[src/sas_ram.sv]
// sas_ram: simple dual-port synchronous ram, one write and one registered read
// standalone; holds the image and the sprite opacities
`timescale 1ns / 1ps

module sas_ram #(
  parameter int Width = 16,
  parameter int Depth = 256,
  parameter int AddrW = 8
) (
  input  logic             clk_i,
  input  logic             we_i,
  input  logic [AddrW-1:0] waddr_i,
  input  logic [Width-1:0] wdata_i,
  input  logic [AddrW-1:0] raddr_i,
  output logic [Width-1:0] rdata_o
);

  logic [Width-1:0] mem [Depth];
  logic [Width-1:0] rdata_q;

  always_ff @(posedge clk_i) begin
    if (we_i) begin
      mem[waddr_i] <= wdata_i;
    end
    rdata_q <= mem[raddr_i];
  end

  assign rdata_o = rdata_q;

endmodule

[config.mk]
export PLATFORM = sky130hd
export DESIGN_NAME = sas_ram
export DESIGN_NICKNAME = d
export VERILOG_FILES = /design/src/sas_ram.sv
export SDC_FILE = /design/constraint.sdc
export NUM_CORES = 2
export LEC_CHECK = 0
export BUFFER_PORTS_ARGS = -buffer_cell sky130_fd_sc_hd__buf_4
export CAP_MARGIN = 20
export CORE_ASPECT_RATIO = 0.7
export CORE_MARGIN = 5
export CORE_UTILIZATION = 50
export DETAILED_ROUTE_END_ITERATION = 10
export PLACE_DENSITY = 0.65
export SYNTH_ARGS = -nofsm -noshare
export SYNTH_HDL_FRONTEND = slang
export SYNTH_SLANG_ARGS = --single-unit
[constraint.sdc]
create_clock -name clk_i -period 6.1 [get_ports clk_i]
set_input_delay 0.61 -clock clk_i [delete_from_list [all_inputs] [get_ports clk_i]]
set_output_delay 0.61 -clock clk_i [all_outputs]
set_load 0.03 [all_outputs]
# Word level (Yosys, flattened, before mapping)
# Memories as Yosys holds them, arrays and structs flattened. A register that Yosys moved wholly into a read port is not among the register bits.
# Index checks and enable logic that the tools add are counted.
[totals]
ram_bits = 4096
romBits = 0
latchBits = 0
output_inout_bits = 16
input_bits = 34
mem_count = 1
ff_bits = 0
word_cells = 3
[op_classes]
n_bitwise = 0
muxes = 2
add_sub_neg = 0
reduce_logical = 0
n_eq_ne = 0
order_cmp = 0
div = 0
mul = 0
n_shift = 0
[mem_list]
columns = ["name", "depth", "width", "rd", "rd_clocked_by_memory_dff", "write_ports", "line", "text"]
rows = [
  ["mem", 256, 16, 1, 1, 1, "18", "logic [Width-1:0] mem [Depth];"],
]
[ops]
columns = ["cell", "n"]
rows = [
  ["two-way mux 1 bit", 2],
]

# Longest topological paths before layout
[depth]
word_depth = 2
ltp_mapped = 12
depth_no_buf = 6

# Least setup slack after synthesis
# Ideal clock, no wire load.
[synth_timing]
kind = "input to register"
start = "in waddr_i[3]"
end = "mem mem[235][0], enable pin"
setup_ns = 0.388
path_buffers = 3
required_time_ns = 5.712
path_stages = 6
t_arrival_ns = 2.387
path_slack_ns = 3.325
cell_sequence = "clkbuf_1 -> nor2b_1 -> clkbuf_1 -> nand4_1 -> clkbuf_1 -> nor2_1"
[synth_rtl]
columns = ["element", "line", "text"]
rows = [
  ["start: declaration", "12", "input logic [AddrW-1:0] waddr_i,"],
  ["end: declaration", "18", ""],
]
# No word-level cell before the write port.

==> results.cfg <==
[status]
status = finished, final reports clean

[setup_path]
crit_fanout = 56
cp_data_required_time_ps = 6850
critical_path.cell_chain = buf_16, buf_12, mux4_2, mux2_2, a22oi_1, nand2_1, o32ai_1, nor4_1
start_kind = input port
critical-path-slowest-cell = o32ai_1
cp.arrival_ps = 4740
path_class = input port to flop
critPathCaptureType = flop
max_stage_delay_ps = 1060

[timing]
rsz0062_at_grt = false
slew_headroom_pct = 3.38
slew_violations = 0
tns_ps = 0
period_share_pct = 65.4
worst_pin_slew_ps = 1450
final_hold_viol_count = 0
max_freq_mhz = 250
period_needed_ps = 3990
skew_ps = 42.5
setup_viol = 0
holdWs_ps = 151

[power_and_ir_drop]
power_density_mw_per_mm2 = 326
leakagePower_uw = 0.0566
ir_drop_uv = 270
fin_total_pwr_uw = 58400

[hold_path]
hold_class = input port to flop

[placement]
hpwl_um = 247000
placed_area_mm2 = 0.166
place_inst = 11588
port_buffers = 49
gp_congestion = 0.913

[synth]
synth_nets = 7394
syn_area_per_cell_um2 = 21.6
synth_area_leaders = edfxtp_1 (77%), mux4_2 (11%), mux2i_1 (3.6%)
yosys_warnings = 0
synth_edf_count = 4096
ys_async_sr_fraction_pct = 0
netlist_area_mm2 = 0.159
synth-main-ff-cell = edfxtp_1
synth_cells = 7360
ys_seq_elements = 4112
yosysSeqAreaShare_pct = 77.7
yosysTopAreaCell = edfxtp_1
yosysUniqueCellTypes = 52
synth.top_cell.area_share_pct = 77.5

[clock_network]
cts.path.max_buffers = 4
tritoncts = built
cts-buffers-inserted = 379
cts_hold_buf = 0
clockRootBuffer = clkbuf_16
clkSlewWorstSetupHoldPaths_ps = 60
postCtsSetupBuffers = 0
cts-htree-levels = 5
clk_latency_ps = 910
cts_resized = 0
clock_sinks = 4112

[finish]
layout_commonest_cell = edfxtp_1
fill_cells = 22859
fin_nets = 7818
final_area_mm2 = 0.179
multi_input_area_mm2 = 0.0330
drive_above_1_share_pct = 25.2
regArea_mm2 = 0.123
syn2layout_area_growth_pct = 12.8
instances_no_fill = 12306
final_cell_mix = edfxtp_1 (4,096), mux4_2 (797), mux2i_1 (565)

[floorplanning]
die_h_um = 481
io_pins = 50
row_count = 173
start_util_pct = 50.1
fp.dieArea_mm2 = 0.329
fp.dieW_um = 683
core_area_mm2 = 0.317

[route]
dr.pass1.iters = 6
antenna_left = 0
wl_per_cell_um = 34.2
wl_um = 420000
drt_iter0_markers = 11540
drc = 0
vias_per_cell = 6.49
vias = 79900

[global_route]
grt_overflow = 0
grt_start_max_net_pins = 179
grt.total_usage_pct = 25.2
grt_pass1_vias = 77253
grt_pass1_wl_um = 592000
antenna_found_initial = 26

[run]
cap_violations = 0
==> final timing paths <==
path,startpoint,depth (start not counted),slack [ps],to
worst max-delay path,raddr_i[0],8,2110,rdata_o[14]
worst min-delay path,wdata_i[5],1,150,mem[124][5]
worst max register to register,mem[11][14],6,2400,rdata_o[14]
worst min register to register,mem[234][2],6,1040,rdata_o[2]
==> power breakdown <==
| part | switching, µW | internal, µW |
|---|---|---|
| registers | 50.0 | 31100 |
| clock network | 10300 | 14000 |
| logic | 1950 | 977 |
| total | 12300 | 46100 |
==> layer usage <==
metal	share of wire [%]	GRT usage, %
met2	44	36.4
met5	0.0098	0
met4	3.0	7.16
met3	13	7.44
met1	40	37.7
==> flip-flops by register name, summed over array words and instances, names as in the netlist <==
signal and flops:
rdata_o 16, mem 4096
==> critical path: cells and delay by family <==
kind / cells / cell delay [ps]
simple gates: 2 / 550
compound gates: 2 / 1830
mux: 2 / 860
buf+inv: 2 / 780
==> logic make-up after synthesis <==
group / share of synthesized area, %
DFF: 77.7
muxes: 15.5
AOI/OAI and AO/OA: 3.54
and+or+nand+nor: 1.57
buffers and inverters: 1.69
==> synth_stat cells, drive strengths merged, types with 3 or more instances <==
cell type,n
nand4b,3
dfxtp,16
or2,5
o32ai,21
mux2,88
a221oi,28
nand4,26
nor2b,9
a21oi,175
o221ai,253
nand2b,3
nor3,92
inv,4
mux4,797
o21ai,38
and3,11
nand2,38
clkbuf,230
mux2i,565
nand3,35
a22o,32
a2111oi,6
buf,222
o22ai,148
edfxtp,4096
o31ai,16
a211oi,18
a22oi,43
nor4,18
nor2,304
a31oi,6
==> final cells by class <==
| class | instances | share of cell area, % |
|---|---|---|
| inverters | 4 | 0.0154 |
| clock inverters | 246 | 1.52 |
| clock buffers | 447 | 5.55 |
| multi-input cells | 2792 | 18.4 |
| flip-flops and latches | 4112 | 68.9 |
| repair buffers | 495 | 2.65 |
| diodes | 10 | 0.0140 |
| well taps | 4200 | 2.94 |
==> per-stage QoR <==
step | setup slack (ps) | util [%]
after floorplan | 3330 | -
after global placement | 1040 | 52.3
after detailed placement | 1300 | 52.5
after CTS | 2280 | 56.5
after global routing | 2150 | 56.5
final | 2110 | 56.5
(Power assumes the default switching activity.)
