File: src/sas_pkg.sv
// sas_pkg: shared constants and types for the sprite alpha splat block
// no dependencies; used by the interfaces and all modules but sas_ram
`timescale 1ns / 1ps

package sas_pkg;

  // fixed field widths
  localparam int ChanW   = 16;
  localparam int PosW    = 11;
  localparam int SprIdxW = 8;
  localparam int AlphaW  = 9;
  localparam int TypeW   = 2;
  localparam int ColourN = 3;

  // configuration port
  localparam int CfgIdxW  = 2;
  localparam int CfgDataW = 9;
  localparam int HeightW  = 9;
  localparam int WidthW   = 9;
  localparam int RadiusW  = 3;

  // holds any image dimension up to the largest supported size
  localparam int DimW = 11;

  localparam logic [AlphaW-1:0] AlphaOne = 9'd256;

  // defaults for the top level parameters
  localparam int DefMaxWidth  = 256;
  localparam int DefMaxHeight = 256;
  localparam int DefMaxRadius = 7;
  localparam int DefChannels  = 3;

  localparam logic [HeightW-1:0] HeightReset = 9'd256;
  localparam logic [WidthW-1:0]  WidthReset  = 9'd256;
  localparam logic [RadiusW-1:0] RadiusReset = 3'd0;

  typedef enum logic [TypeW-1:0] {
    ReqLoadSprite = 2'd0,
    ReqWritePixel = 2'd1,
    ReqSplat      = 2'd2,
    ReqReadPixel  = 2'd3
  } req_type_e;

  typedef enum logic [CfgIdxW-1:0] {
    CfgImageHeight  = 2'd0,
    CfgImageWidth   = 2'd1,
    CfgSpriteRadius = 2'd2,
    CfgUnused       = 2'd3
  } cfg_idx_e;

  typedef enum logic [2:0] {
    StIdle  = 3'b001,
    StWalk  = 3'b010,
    StDrain = 3'b100
  } state_e;

endpackage

File: src/sas_blend.sv
// sas_blend: registered per-channel alpha blend, new = old + (a*(col-old))>>8
// depends on sas_pkg; feeds the image ram write port during a splat
`timescale 1ns / 1ps

module sas_blend #(
  parameter int CHANNELS = sas_pkg::DefChannels,
  parameter int AddrW    = 16
) (
  input  logic                                 clk_i,
  input  logic                                 rst_ni,
  input  logic                                 valid_i,
  input  logic [AddrW-1:0]                     addr_i,
  input  logic [CHANNELS*sas_pkg::ChanW-1:0]   old_i,
  input  logic [sas_pkg::AlphaW-1:0]           alpha_i,
  input  logic [sas_pkg::ColourN*sas_pkg::ChanW-1:0] colour_i,
  output logic                                 we_o,
  output logic [AddrW-1:0]                     addr_o,
  output logic [CHANNELS*sas_pkg::ChanW-1:0]   data_o
);

  localparam int ChanW = sas_pkg::ChanW;
  localparam int ProdW = ChanW + 1 + sas_pkg::AlphaW + 1;

  logic                    valid_q;
  logic [AddrW-1:0]        addr_q;
  logic [CHANNELS*ChanW-1:0] old_q;
  logic signed [ProdW-1:0] prod_d [CHANNELS];
  logic signed [ProdW-1:0] prod_q [CHANNELS];

  for (genvar c = 0; c < CHANNELS; c++) begin : g_chan
    logic [ChanW-1:0]        col;
    logic signed [ChanW:0]   diff;
    logic signed [ProdW-1:0] sum;

    // channels without a colour input blend toward zero
    if (c < sas_pkg::ColourN) begin : g_col
      assign col = colour_i[c*ChanW +: ChanW];
    end else begin : g_zero
      assign col = '0;
    end

    assign diff = $signed({1'b0, col}) - $signed({1'b0, old_i[c*ChanW +: ChanW]});

    always_comb begin
      prod_d[c] = ProdW'(diff) * ProdW'($signed({1'b0, alpha_i}));
    end

    // the 256*old term is exact, so floor of the whole sum is old plus floor
    assign sum = ProdW'($signed({1'b0, old_q[c*ChanW +: ChanW]})) + (prod_q[c] >>> 8);
    assign data_o[c*ChanW +: ChanW] = sum[ChanW-1:0];

    always_ff @(posedge clk_i) begin
      prod_q[c] <= prod_d[c];
    end
  end

  always_ff @(posedge clk_i or negedge rst_ni) begin
    if (!rst_ni) begin
      valid_q <= 1'b0;
    end else begin
      valid_q <= valid_i;
    end
  end

  always_ff @(posedge clk_i) begin
    addr_q <= addr_i;
    old_q  <= old_i;
  end

  assign we_o   = valid_q;
  assign addr_o = addr_q;

endmodule

File: config.mk
export PLATFORM = sky130hd
export DESIGN_NAME = sas_blend
export DESIGN_NICKNAME = d
export VERILOG_FILES = /design/src/sas_pkg.sv /design/src/sas_blend.sv
export SDC_FILE = /design/constraint.sdc
export NUM_CORES = 1
export LEC_CHECK = 0
export BUFFER_PORTS_ARGS = -buffer_cell sky130_fd_sc_hd__buf_2
export CAP_MARGIN = 10
export CORE_AREA = 2 2 196 198
export DETAILED_ROUTE_END_ITERATION = 7
export DIE_AREA = 0 0 198 200
export PLACE_DENSITY = 0.8
export SYNTH_ARGS = -nofsm -noshare
export SYNTH_HDL_FRONTEND = slang
export SYNTH_SLANG_ARGS = --single-unit
export TNS_END_PERCENT = 30
File: constraint.sdc
create_clock -name clk_i -period 2.8 [get_ports clk_i]
set_input_delay 0.84 -clock clk_i [delete_from_list [all_inputs] [get_ports clk_i]]
set_output_delay 0.84 -clock clk_i [all_outputs]
set_load 0.01 [all_outputs]
# Word level (Yosys, flattened, before mapping)
# Memories as Yosys holds them, arrays and structs flattened.
# Index checks and enable logic that the tools add are counted.
[word_totals]
elab_cells = 13
rom_bits = 0
register_bits = 65
latch_bits = 0
n_memories = 1
out_inout_bits = 65
ramBits = 81
input_bits = 124
[mem_list]
columns = ["name", "words", "word_bits", "read_ports", "rd_ports_with_merged_regs", "wr", "line_no", "text"]
rows = [
  ["prod_q", 3, 27, 3, 0, 3, "sas_blend.sv:28", "logic signed [ProdW-1:0] prod_q [CHANNELS];"],
]
[op_classes]
n_reduce_logical = 0
addsub = 6
bitwise = 0
magnitude_cmp = 0
shifts = 0
mul = 3
eq_ne = 0
muxes = 0
n_div = 0
[ops]
columns = ["cell", "n"]
rows = [
  ["multiplier 17 x 10 -> 27 bit", 3],
  ["subtractor 16 x 16 -> 17 bit", 3],
  ["adder 16 bit", 3],
]

# Depth between registers and ports, before layout
# Gate-level depths: netlist of run 1.
[logic_depth]
word_depth = 2
depth_mapped = 29
ltp_nobuf = 29

# Least setup slack after synthesis of run 1
# No wires, ideal clock.
[synth_timing]
kind = "input to register"
startpoint = "in colour_i[32] in the netlist's numbering"
endpoint = "mem prod_q[0][77] in the netlist's numbering"
path_slack_ns = -4.763
setup_ns = 0.118
required_ns = 2.682
cell_stages = 27
n_path_buf = 0
arrival_ns = 7.444
cell_sequence = "inv_1 -> ha_1 -> fa_1 -> nor2b_1 -> o31ai_1 -> a211oi_1 -> nor3_1 -> xnor2_1 -> nand2_1 -> fa_1 -> inv_1 -> fa_1 -> fa_1 -> fa_1 -> inv_1 -> fa_1 -> inv_1 -> ha_1 -> and3_1 -> nor2b_1 -> or4_1 -> a31oi_1 -> o31ai_1 -> a41o_1 -> a221oi_2 -> xnor3_1 -> xnor2_1"
[synth_lines]
columns = ["item", "line_no", "text"]
rows = [
  ["start, declared", "sas_blend.sv:15", "input logic [sas_pkg::ColourN*sas_pkg::ChanW-1:0] colour_i,"],
  ["end, declared", "sas_blend.sv:28", ""],
]

==> results of run 1 <==
worst paths after layout:
path,endpoint,cells past startpoint,startpoint
worst min-delay path,we_o$_DFF_PN0_,1,rst_ni
min in group clk_i,addr_o[14]$_DFF_P_,1,addr_i[14]
worst max-delay path,prod_q[0][22]$_DFF_P_,30,colour_i[0]
max in group asynchronous,we_o$_DFF_PN0_,1,rst_ni
what timing repair did:
action | CTS | global route
pin swaps | 180 | 96
setup endpoints to repair | 84 | 85
setup buffers | 42 | 26
gates resized for setup | 217 | 112
kinds of logic (layout without fill, tap and decap cells):
logic type,after synthesis,in the layout,synth area share (%)
other,0,5,0
and+or+nand+nor,761,761,18.1
buffers and inverters,548,1190,9.74
AOI/OAI and AO/OA,238,238,7.79
xor gates and xnor gates,131,131,5.63
DFF,113,113,10.7
adders and majority gates,597,597,48.0
layer usage:
layer	track usage, %	vias up	share of wire [%]
met5	0	-	0.021
met4	13.9	2	5.2
met3	6.18	297	6.2
met2	57.6	760	52
met1	33.4	9494	36
li1	-	8680	-
cells in the final DEF, fill, tap and decap left out, types with 9 or more instances in the layout:
master and instances:
a21o_1 16, a21oi_1 19, a21oi_2 29, and2_1 196
buf_2 176, buf_4 435, buf_6 39, clkbuf_16 17
dfxtp_1 105, fa_1 338, fa_2 16, ha_1 197
ha_2 9, ha_4 37, inv_1 464, inv_2 28
nand2_1 241, nand2_2 10, nand2b_1 19, nand3_1 26
nor2_1 71, nor2_2 14, nor2b_1 48, nor3_1 30
nor3_2 12, o21a_1 28, o21ai_0 20, o21ai_2 10
or3_1 13, xnor2_1 83, xnor2_2 18, xor2_1 19
cell type report:
cell class                      count  area (um^2)
Timing Repair Buffer              659         4740
Inverter                          499         1920
Tap cell                          511          639
Clock inverter                     15          125
Multi-Input combinational cell   1727        18600
Fill cell                        2196         8660
Clock buffer                       17          425
Antenna cell                        5         12.5
Sequential cell                   113         2280
stage by stage:
step,setup slack [ns],hold WS [ns],TNS [ns],instance area [um^2],cells
detailed placement,-4.82,0.616,-210.80,26400,3445
CTS,-4.13,0.111,-185.56,28000,3517
global route,-4.55,0.120,-209.98,28700,3542
finish,-4.26,0.139,-196.65,28700,3546
floorplan,-4.29,0.544,-171.88,21900,2388
global placement,-4.60,0.614,-201.78,26400,3445
worst max-delay path: cells and delay by family:
| family | cells | cell delay [ns] |
|---|---|---|
| compound gates | 10 | 2.21 |
| buf+inv | 6 | 0.49 |
| simple gates | 4 | 0.47 |
| fa+ha+maj | 8 | 3.12 |
| xor+xnor | 2 | 0.32 |
sequential cells by signal, indices dropped and copies added (netlist names):
| name | cells |
|---|---|
| addr_o | 16 |
| we_o | 1 |
| prod_q | 48 |
| old_q | 48 |
==> reports/metrics.cfg, run 1 <==
[outcome]
run_status = complete, but fails checks
violations = setup timing

[sta]
period_share_pct = 252
final-setup-viol-count = 83
rsz0062_at_grt = true
period_needed_ns = 7.06
maxSlewViolCount = 0
fmax_mhz = 142
tightest_slew_ns = 0.624
finalHoldViolations = 0
setup_slack_ns = -4.26
max_slew_margin_pct = 57.8

[synthesis]
ys_top_cells_by_area = fa_1, ha_1, dfxtp_1, inv_1, and2_1
ys_top_cells_by_count = inv_1, fa_1, nand2_1, ha_1, and2_1
synth.distinct_cells = 61
yosys.area.top_type = fa_1
ys_async_sr_fraction_pct = 0.885
syn_inst = 2388
synth_edf_count = 0
yosysMostFrequentCell = inv_1
syn_area_per_cell_um2 = 8.84
synth-seq-cells = 113
yosysWarnings = 0
ys.flop_type = dfxtp_1
synth_nets = 3109
synth.top_cell.area_share_pct = 33.6
seq_area_frac_synth_pct = 10.7
syn_area_mm2 = 0.0211

[detailed_routing]
via_per_inst = 5.42
drc = 0
drtIter0Drc = 1007
antenna_left = 0
vias = 19233
firstDrtPassIters = 5
wl_per_cell_um = 17.6
wirelength_um = 62500

[clock_tree]
path_clk_slew_ns = 0.06
clk_path_buf_depth = 2
hold_buffers = 0
clock_sinks = 113
numCtsBuffers = 17
cts_tree = built
h-tree-depth = 4
cts_root_buf = clkbuf_16

[worst_hold_path]
min_path_type = in2async

[worst_setup_path]
cp_data_arrival_time_ns = 7.46
crit_required_ns = 3.19
cpPeakStageDelay_ns = 0.53
cp-start-kind = input port
crit_path_top_delay_cell = fa_1
crit_type = in2reg
path_common_cell = fa_1
cp_max_fo = 5
end_kind = flop

[grt]
grt_pass1_wl_um = 96000
grt_overflow_total = 0
grt_max_degree = 29
grt_use_total_pct = 30.7
grt_pass1_vias = 21034
antenna_found_initial = 3

[placement]
dp.final_hpwl_um = 45100
place_congestion = 0.887
portBuffers = 188

[floorplan]
dieWidth_um = 198
num_io_pins = 189
coreArea_mm2 = 0.0374
num_rows = 71
initial_core_util_pct = 56.5
die_y_um = 200
die_area_mm2 = 0.0396

[layout]
area_growth_pct = 36.1
final_util_pct = 76.9
drive_above_1_share_pct = 33.1
layout.nets = 3738

[run]
drv_cap = 0

Power of run 1 is left out: the tool's default activity adds up to more than one toggle a clock period on the data nets, which glitch-free logic cannot reach.
==> inputs of run 2 (changes only) <==
ABC_AREA = 1   (was not set)
CORE_AREA = 2 2 200 202   (was 2 2 196 198)
DIE_AREA = 0 0 202 204   (was 0 0 198 200)
HOLD_SLACK_MARGIN = 0.08   (was not set)
==> run 2 against run 1 <==
  * The flow still finishes with violations (setup timing)
  * Sequential cell count unchanged
  * Sequential share of layout area decreased by 0.67 points
  * Count of clock-buffer cells in the layout increased by 4
==> reports/metrics.cfg, run 2 <==
[grt]
grt_max_degree = 20
antenna_found_initial = 0
grt_overflow_total = 0
grt_pass1_wl_um = 112000
grt_pass1_vias = 23651
grt_use_total_pct = 34.2

[detailed_routing]
wirelength_um = 75100
via_per_inst = 5.42
vias = 22299
drtIter0Drc = 1705
wl_per_cell_um = 18.3
firstDrtPassIters = 6
antenna_left = 0
drc = 0

[synthesis]
syn_inst = 2818
yosysMostFrequentCell = inv_1
yosysWarnings = 0
yosys.area.top_type = fa_1
synth_nets = 3539
synth-seq-cells = 113
synth.distinct_cells = 59
syn_area_per_cell_um2 = 7.81
ys_top_cells_by_count = inv_1, nand2_1, fa_1, nor2_1, ha_1
synth.top_cell.area_share_pct = 32.2
ys_async_sr_fraction_pct = 0.885
seq_area_frac_synth_pct = 10.3
syn_area_mm2 = 0.0220
ys.flop_type = dfxtp_1
synth_edf_count = 0
ys_top_cells_by_area = fa_1, ha_1, inv_1, dfxtp_1, nand2_1

[floorplan]
num_io_pins = 189
dieWidth_um = 202
die_y_um = 204
initial_core_util_pct = 56.2
coreArea_mm2 = 0.0392
die_area_mm2 = 0.0412
num_rows = 73

[outcome]
violations = setup timing
run_status = complete, but fails checks

[layout]
diodes = 0
area_growth_pct = 42.6
final_cell_mix = inv_1, buf_4, nand2_1
layout.nets = 4297
final_common_cell = inv_1
drive_above_1_share_pct = 36.1
nFillCells = 2337

[worst_hold_path]
min_path_type = in2async

[clock_tree]
path_clk_slew_ns = 0.06
cts_root_buf = clkbuf_16
numCtsBuffers = 17
h-tree-depth = 4
hold_buffers = 0
clock_sinks = 113
clk_path_buf_depth = 2
cts_tree = built

[sta]
tightest_slew_ns = 0.467
finalHoldViolations = 0
setup_slack_ns = -3.79
fmax_mhz = 152
max_slew_margin_pct = 68.6
final-setup-viol-count = 80
period_needed_ns = 6.59
rsz0062_at_grt = true
maxSlewViolCount = 0
period_share_pct = 235

[worst_setup_path]
cp_data_arrival_time_ns = 6.97
cpPeakStageDelay_ns = 0.58
cp-start-kind = input port
cp-startpoint = colour_i[32]
crit_type = in2reg
path_delay_family = adder cells
crit_path_top_delay_cell = fa_1
cp_num_cells = 28
cp_max_fo = 4
crit_required_ns = 3.18
critPathBufInv = 5
critical_path.endpoint = prod_q[0][75]$_DFF_P_
end_kind = flop
path_common_cell = fa_1

[placement]
pre_cts_slack_ns = -4.04
place_congestion = 0.953
dp.final_hpwl_um = 53700
portBuffers = 188

[run]
drv_cap = 0

-- run 2: cell count changes in the layout (fill, tap and decap cells not counted), sizes merged, moves of 28 or more --
cell,delta
o21a,-28
xor2,+69
nand2,+281
and2,-202
a21oi,+102
buf,+125
nand3,+42
xnor2,-61
nor2b,-59
inv,+156
nor2,+214
-- run 2: stage by stage --
stage	cells	TNS [ns]	utilization [%]	hold slack, ns	instance area [um^2]
final	4113	-164.02	80.1	0.142	31400
after global routing	4113	-175.08	80.1	0.141	31400
after CTS	4085	-159.23	76.9	0.126	30100
after detailed placement	4009	-180.97	71.8	0.620	28100
after global placement	4009	-174.74	71.8	0.614	28100
after floorplan	2818	-148.30	-	0.544	22700
-- run 2: worst min path at each step --
stage               startpoint        endpoint  slack (ns)  cells after the start
CTS                     rst_ni  we_o$_DFF_PN0_        0.13                      1
global route            rst_ni  we_o$_DFF_PN0_        0.14                      1
finish                  rst_ni  we_o$_DFF_PN0_        0.14                      1
floorplan               rst_ni  we_o$_DFF_PN0_        0.54                      0
detailed placement      rst_ni  we_o$_DFF_PN0_        0.62                      1
global placement        rst_ni  we_o$_DFF_PN0_        0.61                      1
-- run 2: final cells by class --
type	instances	area, um^2	share of cell area (%)
multi-input cells	1996	19500	62.3
repair buffers	784	5770	18.4
inverters	664	2550	8.12
flip-flops and latches	113	2270	7.24
well taps	525	657	2.09
clock buffers	21	460	1.47
clock inverters	10	135	0.431
-- run 2: cell families after synthesis --
family                   share of synthesized area, %
AO/OA/AOI/OAI                                    7.66
XOR/XNOR                                         5.80
adder cells (fa/ha/maj)                          46.0
buffers and inverters                            12.1
flip-flops                                       10.3
AND/OR/NAND/NOR                                  18.1
-- run 2: timing repair --
action,CTS,global route
setup buffers,46,29
hold endpoints to repair,0,0
setup endpoints to repair,82,86
gates resized for setup,236,260
pin swaps,173,152
-- run 2: per-layer routing --
layer	wire, um	GRT usage [%]
met1	26400	38.3
met2	38200	62.2
met3	5590	5.69
met4	4840	18.4
met5	0	0
Power of run 2 is left out for the same reason.
